## src/ffha_pkg.sv

```systemverilog
// Package for the first-fit heap allocator: widths, codes, command and status records,
// controller state type. No dependencies.
`default_nettype none
package ffha_pkg;
	localparam int unsigned ARENA_UNITS_DEF  = 4096;
	localparam int unsigned HEADER_UNITS_DEF = 1;
	localparam int unsigned FIELD_W = 12;

	typedef enum logic [0:0] {
		FN_ALLOC   = 1'b0,
		FN_RELEASE = 1'b1
	} func_t;

	typedef enum logic [1:0] {
		ST_DONE    = 2'd0,
		ST_ZERO    = 2'd1,
		ST_FULL    = 2'd2,
		ST_IGNORED = 2'd3
	} status_t;

	typedef enum logic [3:0] {
		S_IDLE,
		S_INIT,
		S_RD,
		S_EVAL,
		S_REL_PRD,
		S_REL_PEV,
		S_REL_NRD,
		S_REL_NEV,
		S_WR_CUR,
		S_FIX,
		S_OUT
	} state_t;

	// controller -> datapath
	typedef struct packed {
		logic    start;
		logic    init;
		logic    rd;
		logic    eval;
		logic    rel_prd;
		logic    rel_pev;
		logic    rel_nrd;
		logic    rel_nev;
		logic    wr_cur;
		logic    fix;
	} dp_cmd_t;

	// datapath -> controller
	typedef struct packed {
		logic    early;
		logic    rel_hit;
		logic    ev_wr;
		logic    ev_out;
		logic    need_fix;
	} dp_stat_t;
endpackage
`default_nettype wire

```

## src/ffha_ctrl.sv

```systemverilog
// Controller FSM sequencing walks, splits and merges.
// Depends on ffha_pkg.
`default_nettype none
module ffha_ctrl (
	input  wire logic              clk,
	input  wire logic              arst_n,
	input  wire logic              in_valid,
	output logic                   in_ready,
	output logic                   out_valid,
	input  wire logic              out_ready,
	output ffha_pkg::dp_cmd_t      cmd,
	input  wire ffha_pkg::dp_stat_t stat
);
	import ffha_pkg::*;

	state_t state_q, state_d;

	always_ff @(posedge clk or negedge arst_n) begin
		if (!arst_n) state_q <= S_INIT;
		else state_q <= state_d;
	end

	always_comb begin
		state_d = state_q;
		unique case (state_q)
			S_INIT: state_d = S_IDLE;
			S_IDLE: if (in_valid) state_d = stat.early ? S_OUT : S_RD;
			S_RD: state_d = S_EVAL;
			S_EVAL: begin
				if (stat.rel_hit) state_d = S_REL_PRD;
				else if (stat.ev_wr) state_d = S_WR_CUR;
				else if (stat.ev_out) state_d = S_OUT;
				else state_d = S_RD;
			end
			S_REL_PRD: state_d = S_REL_PEV;
			S_REL_PEV: state_d = S_REL_NRD;
			S_REL_NRD: state_d = S_REL_NEV;
			S_REL_NEV: state_d = S_WR_CUR;
			S_WR_CUR: state_d = stat.need_fix ? S_FIX : S_OUT;
			S_FIX: state_d = S_OUT;
			S_OUT: if (out_ready) state_d = S_IDLE;
			default: state_d = S_IDLE;
		endcase
	end

	always_comb begin
		cmd = '0;
		in_ready = 1'b0;
		out_valid = 1'b0;
		unique case (state_q)
			S_INIT: cmd.init = 1'b1;
			S_IDLE: begin
				in_ready = 1'b1;
				cmd.start = in_valid;
			end
			S_RD: cmd.rd = 1'b1;
			S_EVAL: cmd.eval = 1'b1;
			S_REL_PRD: cmd.rel_prd = 1'b1;
			S_REL_PEV: cmd.rel_pev = 1'b1;
			S_REL_NRD: cmd.rel_nrd = 1'b1;
			S_REL_NEV: cmd.rel_nev = 1'b1;
			S_WR_CUR: cmd.wr_cur = 1'b1;
			S_FIX: cmd.fix = 1'b1;
			S_OUT: out_valid = 1'b1;
			default: ;
		endcase
	end

	a_one_cmd: assert property (@(posedge clk) disable iff (!arst_n)
		$onehot0({cmd.init, cmd.rd, cmd.eval, cmd.rel_prd, cmd.rel_pev,
			cmd.rel_nrd, cmd.rel_nev, cmd.wr_cur, cmd.fix}))
		else $error("multiple datapath commands");
	a_no_overlap: assert property (@(posedge clk) disable iff (!arst_n)
		!(in_ready && out_valid)) else $error("accept while result pending");
	a_rd_eval: assert property (@(posedge clk) disable iff (!arst_n)
		cmd.rd |=> cmd.eval) else $error("read not followed by eval");
endmodule
`default_nettype wire

```

## config.mk

```make
export PLATFORM = sky130hd
export DESIGN_NAME = ffha_ctrl
export DESIGN_NICKNAME = d
export VERILOG_FILES = /design/src/ffha_pkg.sv /design/src/ffha_ctrl.sv
export SDC_FILE = /design/constraint.sdc
export NUM_CORES = 1
export LEC_CHECK = 0
export ABC_AREA = 1
export BUFFER_PORTS_ARGS = -buffer_cell sky130_fd_sc_hd__buf_2
export CAP_MARGIN = 20
export CORE_AREA = 4 4 41 43
export CTS_BUF_LIST = sky130_fd_sc_hd__clkbuf_2
export CTS_CLUSTER_DIAMETER = 50
export CTS_CLUSTER_SIZE = 24
export DETAILED_ROUTE_END_ITERATION = 7
export DIE_AREA = 0 0 45 47
export PLACE_DENSITY_LB_ADDON = 0.1
export SKIP_CTS_REPAIR_TIMING = 1
export SYNTH_ARGS = -nofsm -noshare
export SYNTH_HDL_FRONTEND = slang
export SYNTH_SLANG_ARGS = --single-unit
```

## constraint.sdc

```tcl
create_clock -name clk -period 1.15 [get_ports clk]
set_input_delay 0.0575 -clock clk [delete_from_list [all_inputs] [get_ports clk]]
set_output_delay 0.0575 -clock clk [all_outputs]
set_load 0.005 [all_outputs]
```

* After elaboration in Yosys (flattened, before gate mapping)
Index checks and enable logic that the tools add are counted.
** Storage, ports and cells
- Register bits :: 4
- Bits in latches :: 0
- RAM bits :: 0
- ROM bits :: 0
- Bits of input ports :: 9
- Output and inout bits :: 12
- Logic and storage cells :: 35
- Memories :: 0
** Cells by class
- Add/sub/neg operators :: 0
- Multipliers :: 0
- Divide/modulo/power cells :: 0
- Magnitude comparators :: 0
- Equal/unequal tests :: 12
- Shift operators :: 0
- Multiplexer cells :: 20
- Bitwise logic cells :: 0
- Reduce and logical (&&, ||, !) cells :: 2
** Operator list (count)
- case mux 4 bit (10 select lines) :: 1
- 2-to-1 mux 4 bit :: 6
- == test 4 x 3 -> 1 bit (second input constant) :: 4
- == test 4 bit (second input constant) :: 3
- 2-to-1 mux 1 bit :: 12
- == test 4 x 2 -> 1 bit (second input constant) :: 2
- == test 4 x 1 -> 1 bit (second input constant) :: 1
- zero test 4 bit :: 1
- inequality test 2 bit (second input constant) :: 2
- 2-to-1 mux 2 bit :: 1
- AND reduction 2 bit :: 1

* Longest topological paths before layout
- Word-level depth :: 4
- Mapped depth :: 8
- Gate-level depth less buffers :: 8

* Worst setup path before layout
OpenSTA, ideal clock, no wires.
- Path type :: register -> register
- Start point :: reg state_q[0]
- End point :: reg state_q[1]
- Setup time :: 118 ps
- Arrival time :: 977 ps
- Path slack :: 54 ps
- Stages on the path, launching flop included :: 8
- Buffers on the path :: 0
- Cells stage by stage :: dfstp_2 -> nor2_1 -> nand2_2 -> nand2_1 -> nor2_1 -> nand2_1 -> nand2_1 -> nand2_1
** Between the ends
- Cells in the longest elaborated chain, start to end :: 3
** Ends and longest elaborated chain
- from (decl) :: line ffha_ctrl.sv:16 : state_t state_q, state_d;
- from (signal assigned) :: line ffha_ctrl.sv:20 : else state_q <= state_d;
- == test 4 bit or zero test 4 bit (tied branches) :: line ffha_ctrl.sv:25 : unique case (state_q)
- inequality test 2 bit (no line)
- AND reduction 2 bit (no line)
Parallel ways exist; a longest one is shown, timed or not.
A chain may end at the register's enable or synchronous reset.

==> flow_metrics.py <==
metrics = {
    "run_status": {
        "status": "finished with violations",
        "violations": "negative setup slack",
    },
    "floorplan": {
        "io_pins": 21,
        "coreArea_sq_mm": 0.001301,
        "fp.dieW_um": 45,
        "row_count": 13,
        "die_area_sq_mm": 0.002115,
        "fp.dieH_um": 47,
        "initial_core_util_pct": 28.27,
    },
    "flow_run": {
        "cap_violations": 0,
    },
    "route": {
        "viasPerCell": 4.188,
        "routed-wl-met2_um": 497,
        "drt_wl_total_mm": 1.063,
        "wl_met3_um": 92,
        "postRouteAntennaNets": 0,
        "avgRoutedWirePerCell_um": 9.491,
        "dr_total_vias": 469,
        "drcViolationCount": 0,
        "dr.pass1.iters": 4,
        "wl_met1_um": 445,
        "highest_layer": "met4",
        "drtIter0Drc": 5,
    },
    "global_routing": {
        "grt_pass1_vias": 396,
        "grt_max_degree": 6,
        "antenna_found_initial": 0,
        "grt.overflow.total": 0,
        "grt.total_usage_pct": 11.01,
        "grt_pass1_wl_mm": 1.538,
    },
    "place": {
        "place_hpwl_um": 896.7,
        "io_buffers": 20,
        "place_inst": 105,
        "gp_congestion": 0.7967,
        "placed_area_sq_um": 516.7,
    },
    "cells_and_area": {
        "area_delta_synth_final_pct": 63.27,
        "layout.nets": 107,
        "top_regs": "state_q (4)",
        "largest_register": "state_q",
        "mostFrequentLayoutCells": "buf_2 (20), nand2_1 (17), nor2_1 (12)",
        "stdcell_count": 112,
        "final_common_cell": "buf_2",
        "regArea_sq_um": 103.9,
        "insertedDiodeCount": 0,
        "largest_reg_flops": 4,
        "fillers": 147,
        "final_area_sq_um": 600.6,
        "drive_above_1_share_pct": 55.67,
        "multi_input_area_sq_um": 250.2,
    },
    "logic_synthesis": {
        "ys_types": 15,
        "netlist_instances": 66,
        "synth-seq-cells": 4,
        "yosysSeqAreaShare_pct": 27.55,
        "async_flop_share_pct": 100.0,
        "syn_avg_cell_area_sq_um": 5.574,
        "ys.warnings.count": 0,
        "synth_edf_count": 0,
        "synth_flop_cell": "dfrtp_1",
        "syn_nets": 75,
        "netlist_area_sq_um": 367.9,
    },
    "timing": {
        "hold_viol": 0,
        "finalCriticalPeriod_ns": 1.244,
        "tightest_slew_ns": 0.1737,
        "period_share_pct": 108.2,
        "slew_viol_final": 0,
        "fmax_mhz": 803.9,
        "worst_clock_skew_ns": 0.004117,
        "worst_slack_ns": -0.09392,
        "rsz0062_at_grt": "true",
        "setup_viol": 13,
        "max_slew_margin_pct": 88.40,
    },
    "clocking": {
        "cts_buffers": 3,
        "htree_levels": 1,
        "clock-root-buffer": "clkbuf_2",
        "cts.path.max_buffers": 2,
        "cts_tree": "built",
        "clock_latency_ns": 0.21,
        "clkTransAtPathRegs_ns": 0.05,
        "cts_sinks": 4,
    },
    "setup_path": {
        "worstSetupStartpointType": "flip-flop",
        "cp_cell_sequence": "nor2_2 > buf_4 > inv_2 > nor2_1 > buf_2",
        "cpPeakStageDelay_ns": 0.58,
        "arrival_ns": 1.19,
        "endpoint": "cmd[7]",
        "cp_max_fo": 4,
        "reg2reg_slack_ns": -0.02,
        "critical_path_class": "flip-flop to output pin",
        "cp-startpoint": "state_q[0]$_DFFE_PN1P_",
        "regToRegEndpoint": "state_q[1]$_DFFE_PN0P_",
        "slowest_stage": "dfstp_2",
        "required_ns": 1.09,
        "r2r_cells": 8,
        "r2r-start": "state_q[0]$_DFFE_PN1P_",
        "end_kind": "output pin",
    },
    "min_path": {
        "worstHoldPathType": "primary input to flip-flop",
    },
    "power": {
        "max-vdd-ir-drop_v": 0.0007703,
        "leakagePower_nw": 0.3700,
        "power_density_mw_per_mm2": 2244,
        "power.total_mw": 1.348,
    },
}
Yosys cell counts (2+ instances only):
| cell type | count | share of area (%) |
|---|---|---|
| nor2_2 | 2 | 3.4 |
| nor2_1 | 18 | 18 |
| nand2_1 | 18 | 18 |
| nand2_2 | 2 | 3.4 |
| nand3_1 | 4 | 5.4 |
| inv_2 | 8 | 8.2 |
| inv_1 | 4 | 4.1 |
| dfrtp_1 | 3 | 20 |
cell type report:
type | count | share of cell area [%]
multi-input combinational | 49 | 41.67
inverter | 13 | 8.125
timing repair buffer | 27 | 26.46
clock buffer | 4 | 3.333
sequential | 4 | 17.29
tap | 15 | 3.125
worst min path at each step:
stage,from,slack (ns),to,cells past startpoint
detailed placement,arst_n,-0.13,state_q[2]$_DFFE_PN0P_,1
global placement,arst_n,-0.13,state_q[2]$_DFFE_PN0P_,1
CTS,arst_n,-0.37,state_q[2]$_DFFE_PN0P_,1
global route,stat[0],0.11,state_q[0]$_DFFE_PN1P_,3
floorplan,arst_n,-0.24,state_q[1]$_DFFE_PN0P_,0
finish,stat[0],0.10,state_q[0]$_DFFE_PN1P_,3
worst max-delay path: cells and delay by family, from the launching register on:
| kind | cells | cell delay [ns] |
|---|---|---|
| DFF | 1 | 0.58 |
| and+or+nand+nor | 2 | 0.10 |
| buffers and inverters | 3 | 0.30 |
layer usage:
layer	vias up	track usage [%]
li1	262	-
met1	187	11.01
met2	18	17.80
met3	2	2.682
met4	0	12.28
met5	-	0
power breakdown:
part | leakage (nW) | switching, mW | internal (mW)
combinational | 0.307 | 0.508 | 0.381
clock | 0.0166 | 0.0642 | 0.0920
sequential | 0.0462 | 0.0857 | 0.217
cell families after synthesis:
family                 after synthesis  synth area share (%)
and+or+nand+nor                     47                 55.44
buffers and inverters               13                 13.26
DFF                                  4                 27.55
AOI/OAI and AO/OA                    2                 3.741
through the flow:
stage               hold WS (ns)  setup TNS, ns  worst slack, ns  utilization, %
floorplan                -0.2381              0          0.05409               -
global placement         -0.1329      -0.001266        -0.001266           39.71
detailed placement       -0.1332              0         0.005944           39.71
CTS                      -0.3660        -0.8372          -0.1035           41.25
global route              0.1068         -1.631          -0.1505           46.15
finish                    0.1042        -0.8061         -0.09392           46.15
(Power assumes the default switching activity.)
